==> src/hdl/was_pkg.sv <==
// ----------------------------------------------------------------------------
// Weekly alarm scheduler package
// Types, constants and the day-offset functions shared by all modules.
// ----------------------------------------------------------------------------
package was_pkg;

   localparam int ALARM_COUNT = 8;
   localparam int INDEX_WIDTH = 3;
   localparam logic [INDEX_WIDTH-1:0] LAST_INDEX = INDEX_WIDTH'(ALARM_COUNT - 1);

   localparam int DAYS_PER_WEEK      = 7;
   localparam int SECONDS_PER_DAY    = 86400;
   localparam int SECONDS_PER_HOUR   = 3600;
   localparam int SECONDS_PER_MINUTE = 60;

   // Day type codes above the single weekdays
   localparam logic [3:0] DAY_WEEKDAYS = 4'd7;
   localparam logic [3:0] DAY_WEEKEND  = 4'd8;
   localparam logic [3:0] DAY_EVERY    = 4'd9;

   localparam logic [3:0] SUNDAY   = 4'd0;
   localparam logic [3:0] MONDAY   = 4'd1;
   localparam logic [3:0] FRIDAY   = 4'd5;
   localparam logic [3:0] SATURDAY = 4'd6;

   localparam logic [2:0] WEEKDAY_INVALID = 3'd7;

   typedef enum logic [1:0] {
      MODE_SET    = 2'd0,
      MODE_TOGGLE = 2'd1,
      MODE_TICK   = 2'd2
   } mode_type;

   typedef enum logic {
      ST_IDLE,
      ST_RUN
   } state_type;

   typedef struct packed {
      logic [1:0]  mode;
      logic [2:0]  alarm_index;
      logic [3:0]  day_type;
      logic        enable;
      logic [4:0]  alarm_hour;
      logic [5:0]  alarm_minute;
      logic [31:0] now_seconds;
      logic [2:0]  now_weekday;
      logic [4:0]  now_hour;
      logic [5:0]  now_minute;
   } req_payload_type;

   typedef struct packed {
      logic [2:0]  alarm_id;
      logic        fired;
      logic [31:0] next_target;
      logic        last;
   } rsp_payload_type;

   // Controller to datapath
   typedef struct packed {
      logic                   capture;
      logic                   issue;
      mode_type               kind;
      logic [INDEX_WIDTH-1:0] ptr;
      logic                   last;
   } cmd_type;

   // Datapath to controller
   typedef struct packed {
      logic stage_valid;
      logic advance;
   } status_type;

   function automatic logic [2:0] days_until(logic [3:0] today, logic [3:0] goal);
      logic [3:0] diff;
      if (goal < today) begin
         diff = goal + 4'(DAYS_PER_WEEK) - today;
      end else begin
         diff = goal - today;
      end
      return diff[2:0];
   endfunction

   // Whole days from today to the next firing day of an entry
   function automatic logic [2:0] days_ahead(logic [3:0] day, logic [2:0] weekday,
                                             logic past);
      logic [3:0] today;
      logic [3:0] goal;
      logic [2:0] days;
      today = (weekday == WEEKDAY_INVALID) ? SUNDAY : {1'b0, weekday};
      goal  = today;
      days  = 3'd0;
      if (day < 4'(DAYS_PER_WEEK)) begin
         if (day != today) begin
            days = days_until(today, day);
         end else if (past) begin
            days = 3'(DAYS_PER_WEEK);
         end
      end else if (day == DAY_WEEKDAYS) begin
         if (today < MONDAY || today > FRIDAY) begin
            days = days_until(today, MONDAY);
         end else begin
            goal = past ? today + 4'd1 : today;
            if (goal > FRIDAY) begin
               goal = MONDAY;
            end
            days = days_until(today, goal);
         end
      end else if (day == DAY_WEEKEND) begin
         if (today >= MONDAY && today <= FRIDAY) begin
            days = days_until(today, SATURDAY);
         end else begin
            goal = past ? today + 4'd1 : today;
            if (goal > SATURDAY) begin
               goal = SUNDAY;
            end
            if (goal > SUNDAY) begin
               goal = SATURDAY;
            end
            days = days_until(today, goal);
         end
      end else if (day == DAY_EVERY) begin
         days = past ? 3'd1 : 3'd0;
      end
      return days;
   endfunction

endpackage

==> src/hdl/was_ctrl.sv <==
// ----------------------------------------------------------------------------
// Weekly alarm scheduler controller
// Accepts transactions and steps the entry pointer through the datapath.
// ----------------------------------------------------------------------------
module was_ctrl (
   input  logic                     clock,
   input  logic                     reset,
   input  logic                     req_valid,
   output logic                     req_stall,
   input  was_pkg::req_payload_type req_payload,
   input  was_pkg::status_type      status,
   output was_pkg::cmd_type         cmd
);

   was_pkg::state_type                   state_ff, state_in;
   was_pkg::mode_type                    kind_ff, kind_in;
   logic [was_pkg::INDEX_WIDTH-1:0]      ptr_ff, ptr_in;
   logic                                 accept;

   always_ff @(posedge clock) begin
      if (reset) begin
         state_ff <= was_pkg::ST_IDLE;
         kind_ff  <= was_pkg::MODE_TICK;
         ptr_ff   <= '0;
      end else begin
         state_ff <= state_in;
         kind_ff  <= kind_in;
         ptr_ff   <= ptr_in;
      end
   end

   always_comb begin
      state_in    = state_ff;
      kind_in     = kind_ff;
      ptr_in      = ptr_ff;
      req_stall   = 1'b1;
      accept      = 1'b0;
      cmd.capture = 1'b0;
      cmd.issue   = 1'b0;
      cmd.kind    = kind_ff;
      cmd.ptr     = ptr_ff;
      cmd.last    = (kind_ff != was_pkg::MODE_TICK) || (ptr_ff == was_pkg::LAST_INDEX);
      unique case (state_ff)
         was_pkg::ST_IDLE: begin
            // hold new work until the stage register has drained
            req_stall   = status.stage_valid;
            accept      = req_valid && !status.stage_valid;
            cmd.capture = accept;
            if (accept) begin
               unique case (req_payload.mode) inside
                  was_pkg::MODE_SET, was_pkg::MODE_TOGGLE: begin
                     if (int'(req_payload.alarm_index) < was_pkg::ALARM_COUNT) begin
                        state_in = was_pkg::ST_RUN;
                        kind_in  = was_pkg::mode_type'(req_payload.mode);
                        ptr_in   = was_pkg::INDEX_WIDTH'(req_payload.alarm_index);
                     end
                  end
                  was_pkg::MODE_TICK: begin
                     state_in = was_pkg::ST_RUN;
                     kind_in  = was_pkg::MODE_TICK;
                     ptr_in   = '0;
                  end
                  default: begin
                     // drop unused mode
                  end
               endcase
            end
         end
         was_pkg::ST_RUN: begin
            cmd.issue = !status.stage_valid || status.advance;
            if (cmd.issue) begin
               if (cmd.last) begin
                  state_in = was_pkg::ST_IDLE;
               end else begin
                  ptr_in = ptr_ff + 1'b1;
               end
            end
         end
         default: begin
            state_in = was_pkg::ST_IDLE;
         end
      endcase
   end

endmodule

==> src/hdl/was_dpath.sv <==
// ----------------------------------------------------------------------------
// Weekly alarm scheduler datapath
// Entry table, one stage of target arithmetic and the result register.
// ----------------------------------------------------------------------------
module was_dpath (
   input  logic                     clock,
   input  logic                     reset,
   input  was_pkg::req_payload_type req_payload,
   input  was_pkg::cmd_type         cmd,
   output was_pkg::status_type      status,
   output logic                     rsp_valid,
   input  logic                     rsp_stall,
   output was_pkg::rsp_payload_type rsp_payload
);

   // Entry table
   logic [3:0]  ent_day_ff    [was_pkg::ALARM_COUNT];
   logic        ent_en_ff     [was_pkg::ALARM_COUNT];
   logic [4:0]  ent_hour_ff   [was_pkg::ALARM_COUNT];
   logic [5:0]  ent_min_ff    [was_pkg::ALARM_COUNT];
   logic [31:0] ent_target_ff [was_pkg::ALARM_COUNT];

   was_pkg::req_payload_type req_ff;

   // Stage register
   logic                            a_valid_ff;
   was_pkg::mode_type               a_kind_ff;
   logic [was_pkg::INDEX_WIDTH-1:0] a_id_ff;
   logic                            a_last_ff;
   logic [3:0]                      a_day_ff, a_day_in;
   logic                            a_en_ff, a_en_in;
   logic [4:0]                      a_hour_ff, a_hour_in;
   logic [5:0]                      a_min_ff, a_min_in;
   logic [2:0]                      a_days_ff;
   logic [16:0]                     a_neg_ff;
   logic [31:0]                     a_now_ff;
   logic [31:0]                     a_target_ff;
   logic                            a_reached_ff;

   logic        rsp_valid_ff;
   was_pkg::rsp_payload_type rsp_payload_ff;

   logic        advance, load_stage, retire, past;
   logic [31:0] cur_target, pos, new_target;
   logic        recompute;

   assign advance    = !rsp_valid_ff || !rsp_stall;
   assign load_stage = cmd.issue && (advance || !a_valid_ff);
   assign retire     = a_valid_ff && advance;

   assign status.stage_valid = a_valid_ff;
   assign status.advance     = advance;
   assign rsp_valid          = rsp_valid_ff;
   assign rsp_payload        = rsp_payload_ff;

   // Select the entry fields: a set takes them from the transaction, a toggle inverts the enable
   assign cur_target = ent_target_ff[cmd.ptr];
   always_comb begin
      a_day_in  = ent_day_ff[cmd.ptr];
      a_en_in   = ent_en_ff[cmd.ptr];
      a_hour_in = ent_hour_ff[cmd.ptr];
      a_min_in  = ent_min_ff[cmd.ptr];
      case (cmd.kind)
         was_pkg::MODE_SET: begin
            a_day_in  = req_ff.day_type;
            a_en_in   = req_ff.enable;
            a_hour_in = req_ff.alarm_hour;
            a_min_in  = req_ff.alarm_minute;
         end
         was_pkg::MODE_TOGGLE: begin
            a_en_in = !ent_en_ff[cmd.ptr];
         end
         default: begin
         end
      endcase
   end

   assign past = (req_ff.now_hour > a_hour_in) ||
                 ((req_ff.now_hour == a_hour_in) && (req_ff.now_minute >= a_min_in));

   always_ff @(posedge clock) begin
      if (cmd.capture) begin
         req_ff <= req_payload;
      end
   end

   always_ff @(posedge clock) begin
      if (reset) begin
         a_valid_ff <= 1'b0;
      end else if (advance || !a_valid_ff) begin
         a_valid_ff <= cmd.issue;
      end
   end

   always_ff @(posedge clock) begin
      if (load_stage) begin
         a_kind_ff    <= cmd.kind;
         a_id_ff      <= cmd.ptr;
         a_last_ff    <= cmd.last;
         a_day_ff     <= a_day_in;
         a_en_ff      <= a_en_in;
         a_hour_ff    <= a_hour_in;
         a_min_ff     <= a_min_in;
         a_days_ff    <= was_pkg::days_ahead(a_day_in, req_ff.now_weekday, past);
         a_neg_ff     <= 17'(req_ff.now_hour * 17'(was_pkg::SECONDS_PER_HOUR))
                       + 17'(req_ff.now_minute * 17'(was_pkg::SECONDS_PER_MINUTE));
         a_now_ff     <= req_ff.now_seconds;
         a_target_ff  <= cur_target;
         a_reached_ff <= req_ff.now_seconds >= cur_target;
      end
   end

   // Target arithmetic, modulo 2^32
   assign pos = 32'(a_days_ff) * 32'(was_pkg::SECONDS_PER_DAY)
              + 32'(a_hour_ff) * 32'(was_pkg::SECONDS_PER_HOUR)
              + 32'(a_min_ff) * 32'(was_pkg::SECONDS_PER_MINUTE);
   assign recompute  = (a_kind_ff == was_pkg::MODE_SET) ||
                       ((a_kind_ff == was_pkg::MODE_TICK) && a_reached_ff);
   assign new_target = recompute ? (a_now_ff + pos - 32'(a_neg_ff)) : a_target_ff;

   always_ff @(posedge clock) begin
      if (reset) begin
         for (int i = 0; i < was_pkg::ALARM_COUNT; i++) begin
            ent_day_ff[i]    <= was_pkg::DAY_EVERY;
            ent_en_ff[i]     <= 1'b0;
            ent_hour_ff[i]   <= '0;
            ent_min_ff[i]    <= '0;
            ent_target_ff[i] <= '0;
         end
      end else if (retire) begin
         ent_day_ff[a_id_ff]    <= a_day_ff;
         ent_en_ff[a_id_ff]     <= a_en_ff;
         ent_hour_ff[a_id_ff]   <= a_hour_ff;
         ent_min_ff[a_id_ff]    <= a_min_ff;
         ent_target_ff[a_id_ff] <= new_target;
      end
   end

   always_ff @(posedge clock) begin
      if (reset) begin
         rsp_valid_ff <= 1'b0;
      end else if (advance) begin
         rsp_valid_ff <= a_valid_ff;
      end
   end

   always_ff @(posedge clock) begin
      if (retire) begin
         rsp_payload_ff.alarm_id    <= 3'(a_id_ff);
         rsp_payload_ff.fired       <= (a_kind_ff == was_pkg::MODE_TICK) &&
                                       a_reached_ff && a_en_ff;
         rsp_payload_ff.next_target <= new_target;
         rsp_payload_ff.last        <= a_last_ff;
      end
   end

endmodule

==> src/hdl/weekly_alarm_scheduler.sv <==
// ----------------------------------------------------------------------------
// Weekly alarm scheduler
// Table of weekly alarms with set, toggle and tick transactions.
// ----------------------------------------------------------------------------
//
//   Channel   Ports                        Carries
//   req       req_valid/req_stall          one command transaction
//   rsp       rsp_valid/rsp_stall          one result per entry reported
//
// A set or toggle transaction gives one result; the transaction is registered,
// its entry passes the target arithmetic stage and then the result register,
// and the next transaction is taken once the stage register has drained. A
// tick gives ALARM_COUNT results, one per cycle while results are not stalled;
// the entry pointer walks them through the single target arithmetic stage.
// Reset is synchronous and restores every entry (every day, disabled, 00:00,
// target 0). A stalled result holds the stage and the pointer in place.
//
module weekly_alarm_scheduler (
   input  logic                     clock,
   input  logic                     reset,
   input  logic                     req_valid,
   output logic                     req_stall,
   input  was_pkg::req_payload_type req_payload,
   output logic                     rsp_valid,
   input  logic                     rsp_stall,
   output was_pkg::rsp_payload_type rsp_payload
);

   // controller drives the pointer, datapath reports stage occupancy
   was_pkg::cmd_type    cmd;
   was_pkg::status_type status;

   was_ctrl u_ctrl (
      .clock       (clock),
      .reset       (reset),
      .req_valid   (req_valid),
      .req_stall   (req_stall),
      .req_payload (req_payload),
      .status      (status),
      .cmd         (cmd)
   );

   // the datapath captures the transaction, reads and rewrites the entry
   was_dpath u_dpath (
      .clock       (clock),
      .reset       (reset),
      .req_payload (req_payload),
      .cmd         (cmd),
      .status      (status),
      .rsp_valid   (rsp_valid),
      .rsp_stall   (rsp_stall),
      .rsp_payload (rsp_payload)
   );

endmodule

==> config.mk <==
export PLATFORM = sky130hd
export DESIGN_NAME = weekly_alarm_scheduler
export DESIGN_NICKNAME = d
export VERILOG_FILES = /design/src/hdl/was_pkg.sv /design/src/hdl/was_ctrl.sv /design/src/hdl/was_dpath.sv /design/src/hdl/weekly_alarm_scheduler.sv
export SDC_FILE = /design/constraint.sdc
export NUM_CORES = 1
export LEC_CHECK = 0
export BUFFER_PORTS_ARGS = -buffer_cell sky130_fd_sc_hd__clkbuf_2
export CORE_ASPECT_RATIO = 0.5
export CORE_MARGIN = 2
export CORE_UTILIZATION = 55
export CTS_CLUSTER_SIZE = 30
export DETAILED_ROUTE_END_ITERATION = 12
export GPL_TIMING_DRIVEN = 1
export PLACE_DENSITY_LB_ADDON = 0.1
export SLEW_MARGIN = 10
export SYNTH_ARGS = -nofsm -noshare
export SYNTH_HDL_FRONTEND = slang
export SYNTH_HIERARCHICAL = 1
export SYNTH_SLANG_ARGS = --single-unit
==> constraint.sdc <==
create_clock -name clock -period 11 [get_ports clock]
set_input_delay 0.55 -clock clock [delete_from_list [all_inputs] [get_ports clock]]
set_output_delay 0.55 -clock clock [all_outputs]
set_load 0.01 [all_outputs]
Yosys cells after proc, flatten, opt, wreduce, memory -nomap -nowiden

Memory sizes are Yosys's and may differ from the RTL's. A register that Yosys moved wholly into a read port is not among the register bits.
Cells that the tools add are included.

Multiply operators: 5
Bitwise gates (word level): 1
Equality and inequality tests: 16
Magnitude comparators: 16
$add $sub $neg: 20
Div/mod/pow operators: 0
Shift operators: 0
Reductions and logical operators: 30
Muxes and demuxes: 82

Operators with widths:

| cell                  | number |
|---|---|
| $mux 3                | 32 |
| $mux 4                | 20 |
| $mux 32               | 2 |
| $add 32x12->32        | 1 |
| $add 32x32->32        | 1 |
| $ge 32x32->1          | 1 |
| $reduce_or 32->1      | 1 |
| $sub 32x17->32        | 1 |
| $mul 5x8->13 const B  | 2 |
| $add 20x17->21        | 1 |
| $mul 6x4->10 const B  | 2 |
| $mux 1                | 19 |
| $sub 3x3->3           | 6 |
| $add 17x12->17        | 1 |
| $mul 3x10->13 const B | 1 |
| $gt 4x3->1 const B    | 3 |
| $lt 4x3->1            | 3 |
| $mux 6                | 2 |
| $pmux 3 s2            | 2 |
| $mux 5                | 2 |
| $add 3x3->3 const B   | 3 |
| $eq 4x4->1 const B    | 2 |
| $logic_and 1x1->1     | 7 |
| $eq 3x3->1 const B    | 2 |
| other kinds (36)      | 53 |

Word-level logic and storage cells: 204
Bits in registers: 214
Memories kept: 5
Output and inout port bits: 39
Memory bits (writable): 384
ROM bits: 0
Bits in latches: 0

Memory list:

| name                  | words | width | rd ports | clocked after memory_dff | write ports | line            | RTL |
|---|---|---|---|---|---|---|---|
| u_dpath.ent_target_ff | 8     | 32    | 1        | 1                        | 8           | was_dpath.sv:21 | `logic [31:0] ent_target_ff [was_pkg::ALARM_COUNT];` |
| u_dpath.ent_min_ff    | 8     | 6     | 1        | 1                        | 8           | was_dpath.sv:20 | `logic [5:0] ent_min_ff [was_pkg::ALARM_COUNT];` |
| u_dpath.ent_hour_ff   | 8     | 5     | 1        | 1                        | 8           | was_dpath.sv:19 | `logic [4:0] ent_hour_ff [was_pkg::ALARM_COUNT];` |
| u_dpath.ent_day_ff    | 8     | 4     | 1        | 1                        | 8           | was_dpath.sv:17 | `logic [3:0] ent_day_ff [was_pkg::ALARM_COUNT];` |
| u_dpath.ent_en_ff     | 8     | 1     | 1        | 1                        | 8           | was_dpath.sv:18 | `logic ent_en_ff [was_pkg::ALARM_COUNT];` |

Longest topological paths before layout

Word-level depth: 27
Gate-level depth with buffers: 23
Gate-level depth less buffers: 21

Cells and area by module

Netlist, hierarchy kept.

By module, submodules not included:

| module    | sequential area each (um^2) | area each (um^2) | instances | cells an instance |
|---|---|---|---|---|
| was_dpath | 17697.0                     | 30340.3          | 1         | 2208 |
| was_ctrl  | 120.1                       | 375.4            | 1         | 41 |

Worst setup path after synthesis

Ideal clock, no wire load.

Path kind: register to register
From: reg u_dpath.a_min_ff[2]
To: mem u_dpath.ent_target_ff[0][29] (data pin)
Arrival time: 5273 ps
Stages on the path, launching flop included: 22
Buffers on the path: 0
Path slack: 5453 ps
Setup time: 274 ps
Path through: edfxtp_1 fa_1 fa_1 ha_1 a21o_1 a21oi_1 nor2b_1 o21a_1 o21ai_0 nand2b_1 a21oi_1 xnor2_1 fa_1 ha_1 nand3_1 nor3b_2 a21oi_2 o21ai_2 a41oi_4 o311ai_2 mux2i_2 a21oi_1

RTL lines:

| item                   | line             | RTL |
|---|---|---|
| start, declared        | was_dpath.sv:33  | `logic [5:0] a_min_ff, a_min_in;` |
| start signal, assigned | was_dpath.sv:103 | `a_min_ff <= a_min_in;` |
| end, declared          | was_dpath.sv:21  |  |

==> results.txt <==
The final standard cell area without fillers came out at 33800 um2. The die extent in y was 171 um. The run gives 0 as the total congestion overflow after global routing.

Number of warning messages in the yosys log: 6. The switching power as a share of total power was 37.3%. Cell count after synthesis: 2249.

In the finished design, the share of the clock period the worst path needs comes to 58.1%. The tools report the hold violation total from the final report as 0. The total iterations of the first detailed-routing run was 7.

Summed over all failing endpoints, the final setup total negative slack is 0 ps. For the global router's overall resource usage, the log shows 25.7%. The share of total power dissipated in sequential elements is 36.2%. The longest clock path from root to sink contains 3 buffers. For this design, the CTS-stage hold fixing added 0 buffers. STA classifies the critical path startpoint as a flop. For the finished layout, the period the worst path requires is 6400 ps. The run gives 111 mm as the wire length of the first global-routing pass.

The required arrival time at the worst endpoint is 11310 ps. On the worst path, the slowest cell contributes a delay of 600 ps. At the later pin of the worst-skew pair, clock insertion delay measures 590 ps. The transition time at the pin with the least slew margin came out at 1260 ps. The final route contains 18215 vias. The detailed-route wire length per cell is 23.1 um, and the number of CTS-inserted buffers is 54.

The tools report the maximum number of pins on one net before global-route repair as 65. Setup repair after global routing left no endpoint under its margin. Of all nets on the critical path, the largest fanout is 12. The final count of pins violating max slew came out at 0.

Dividing total power by cell area gives a power density of 229 nW/um2. After Yosys synthesis, full adders, half adders and majority gates account for 12.7% of the synthesized area. The area added between synthesis and finish came out at 10.0%.

Detail-routed via count per cell: 5.79. In this run, distinct cell masters in the synthesized netlist total 81. In this run the power spent charging and discharging nets is 2890 uW. Sequential elements use 58.0% of the synthesized area. In this run the worst hold path is classified as input port to flop.

Layout cell share with drive strength beyond 1: 15.6%. The number of nets handed over by synthesis was 2592. The number of setup buffers added after CTS is 0. The largest individual stage delay along the critical path comes from the cell sky130_fd_sc_hd__fa_1. The horizontal die dimension is 338 um. The tools report the core outline area as 55300 um2. A synthesized cell averages 13.7 um2. For this configuration, the core starts out at a cell density of 55.5%.

Walking the worst path, the cells encountered are fa_1 > fa_1 > ha_1 > a21o_1 > a21oi_1 > nor2b_1 > o21a_1 > o21ai_0 > nand2b_1 > a21oi_1 > xnor2_1 > fa_1 > ha_1 > nand3_1 > nor3b_2 > a21oi_2 > o21ai_2 > a41oi_4 > o311ai_2 > mux2i_2 > a21oi_1. Combinational logic burns 39.8% of the power. TritonCTS built the clock tree.

The internal portion of total power came out at 4850 uW. The critical path capture point type was a flop. The final setup skew is 9.98 ps, and the total number of H-tree levels is 2.

Setup-violating endpoint count in the final report: 0. Headroom to the max-slew limit came out at 15.7%. The area of the die is 57900 um2, and the compound-cell area share of the yosys netlist is 5.69%. The cell chosen for the clock root was sky130_fd_sc_hd__clkbuf_16.

Post-CTS repair changed the size of 0 cells. Summing the areas of all xor and xnor instances in the mapped netlist gives 1.51% of the synthesized area. Clock tree synthesis found a total of 596 sinks.

The number of global-route vias before repair came out at 18548. The number of ports placed on the die boundary is 110. After synthesis, the largest family of logic cells by area is adder cells. Data arrives at the worst endpoint at 6710 ps. Of all flip-flops after synthesis, the portion carrying an async set or reset was 0%.

The congestion estimate from routability-driven global placement came to 0.829. The tools report the highest ir drop seen on vdd as 0.213 mV. The flip-flop and latch count after synthesis works out to 596.

Number of enable flip-flop cells after synthesis: 588. Summing every instance area after synthesis gives 30700 um2. The run gives 2693 as the final net count. Across the run, the number of max-cap violations was 0.

Static timing analysis puts the maximum clock frequency at 156 MHz. Antenna violation net count after detailed routing: 0. The final layout contains routed wiring with a total length of 72.7 mm. Among all flip-flop cells after synthesis, the most frequent one is sky130_fd_sc_hd__edfxtp_1. In this run the tool buffered the top-level ports with 109 buffer cells.

The synthesized-area fraction occupied by and/or/nand/nor cells is 8.74%. In the layout the commonest cells are sky130_fd_sc_hd__edfxtp_1, sky130_fd_sc_hd__nor2_1, sky130_fd_sc_hd__ha_1, sky130_fd_sc_hd__inv_1, sky130_fd_sc_hd__clkbuf_2. In this run, the clock network consumes 24.0% of the power.

Kind of critical path: flop to flop. The commonest non-fill, non-tap cell in the layout was sky130_fd_sc_hd__edfxtp_1. The tools report the leakage power as 0.0136 uW. The number of antenna diodes in the final layout is 0. The remaining routing DRC violations was 0; the post-CTS clock slew at the launch and capture registers of the worst setup and hold paths was 70 ps.

Multiplexer cells account for 9.54% of the synthesized area. Area after detailed placement: 32100 um2. The detailed router finished its first iteration with 1484 violations. The logs give 0 for the number of antenna violations at the first check in global routing and 61 for the number of cell rows. The flow ran to the end, and the final reports show no timing, DRC or antenna violations. The tools report the estimated wirelength of the detail-placed design as 45.0 mm.
==> cell families after synthesis <==
logic type,after synthesis
flip-flops,596
AND/OR/NAND/NOR,587
buffers and inverters,301
adder cells (fa/ha/maj),272
AO/OA/AOI/OAI,268
multiplexers,171
XOR/XNOR,53
other,1
==> layer usage <==
metal  track usage [%]  vias to the layer above  wire, um
met5                 0                        -         0
met3              3.47                       98      4500
met1              35.8                     9170     31600
li1                  -                     8364         -
met2              43.1                      583     34600
met4              6.77                        0      1890
==> registers in the layout, indices dropped and copies added (netlist names), 2 cells and up <==
name	flops
u_ctrl/ptr_ff	3
u_dpath/ent_target_ff	256
u_dpath/a_target_ff	32
u_dpath/a_now_ff	32
u_dpath/req_ff	62
u_dpath/rsp_payload	37
u_dpath/a_day_ff	4
u_dpath/ent_day_ff	32
u_dpath/ent_en_ff	8
u_dpath/ent_min_ff	48
u_dpath/a_hour_ff	5
u_dpath/a_days_ff	3
u_dpath/a_id_ff	3
u_dpath/a_kind_ff	2
u_dpath/ent_hour_ff	40
u_ctrl/kind_ff	2
u_dpath/a_neg_ff	15
u_dpath/a_min_ff	6
==> power groups by stage <==
| stage | logic (uW) | clock network (uW) | registers, uW |
|---|---|---|---|
| floorplan | 2250 | 0 | 2810 |
| global placement | 3040 | 0 | 2850 |
| detailed placement | 3070 | 0 | 2850 |
| CTS | 3090 | 1890 | 2800 |
| global route | 3460 | 1980 | 2820 |
| finish | 3080 | 1860 | 2800 |
==> area by class of cell <==
type / instances / area (um2)
inverters: 210 / 793
flip-flops and latches: 596 / 17800
repair buffers: 136 / 748
fillers: 4329 / 21500
clock buffers: 63 / 1410
well taps: 756 / 946
multi-input cells: 1352 / 11800
clock inverters: 35 / 294
==> synthesized netlist by cell type (all sizes together) (12+ instances only) <==
| cell | n | area, um2 |
|---|---|---|
| buf | 28 | 150 |
| ha | 207 | 2590 |
| nand2 | 75 | 282 |
| nor2b | 13 | 81.3 |
| and2 | 22 | 139 |
| fa | 65 | 1300 |
| nand2b | 25 | 156 |
| o21ai | 38 | 198 |
| inv | 202 | 758 |
| mux4 | 96 | 2160 |
| edfxtp | 588 | 17700 |
| a21o | 31 | 234 |
| clkbuf | 63 | 236 |
| xnor2 | 41 | 359 |
| nor2 | 329 | 1230 |
| nand3 | 16 | 80.1 |
| mux2i | 71 | 722 |
| nor3 | 16 | 90.1 |
| o21a | 16 | 120 |
| and3 | 48 | 303 |
| xor2 | 12 | 105 |
| a211oi | 13 | 103 |
| a21oi | 110 | 558 |
==> final timing paths <==
path	from	end	slack [ps]	cells after the start
max	u_dpath/a_min_ff[2]	u_dpath/ent_target_ff[5][29]	4600	21
min	req_payload[34]	u_dpath/req_ff[34]	120	1
max reg2reg	u_dpath/a_min_ff[2]	u_dpath/ent_target_ff[5][29]	4600	21
min reg2reg	u_dpath/a_last_ff	u_dpath/rsp_payload[0]	440	0
==> per-stage QoR <==
| stage | utilization (%) | hold WS [ps] | setup slack [ps] | total power, uW | cells |
|---|---|---|---|---|---|
| final | 61.1 | 124 | 4600 | 7740 | 3148 |
| after global routing | 61.1 | 98.4 | 4130 | 8250 | 3148 |
| after CTS | 61.1 | 97.0 | 4630 | 7790 | 3148 |
| after detailed placement | 58.0 | 430 | 4650 | 5920 | 3050 |
| after global placement | 58.0 | 414 | 4810 | 5890 | 3050 |
| after floorplan | - | 400 | 5450 | 5060 | 2249 |
==> critical path, delay by kind of cell, from the launching register on <==
| kind | cells | cell delay (ps) |
|---|---|---|
| adder cells (fa/ha/maj) | 5 | 2220 |
| AND/OR/NAND/NOR | 4 | 540 |
| AO/OA/AOI/OAI | 10 | 2000 |
| multiplexers | 1 | 520 |
| flip-flops | 1 | 580 |
| XOR/XNOR | 1 | 260 |
(Power assumes the default switching activity.)
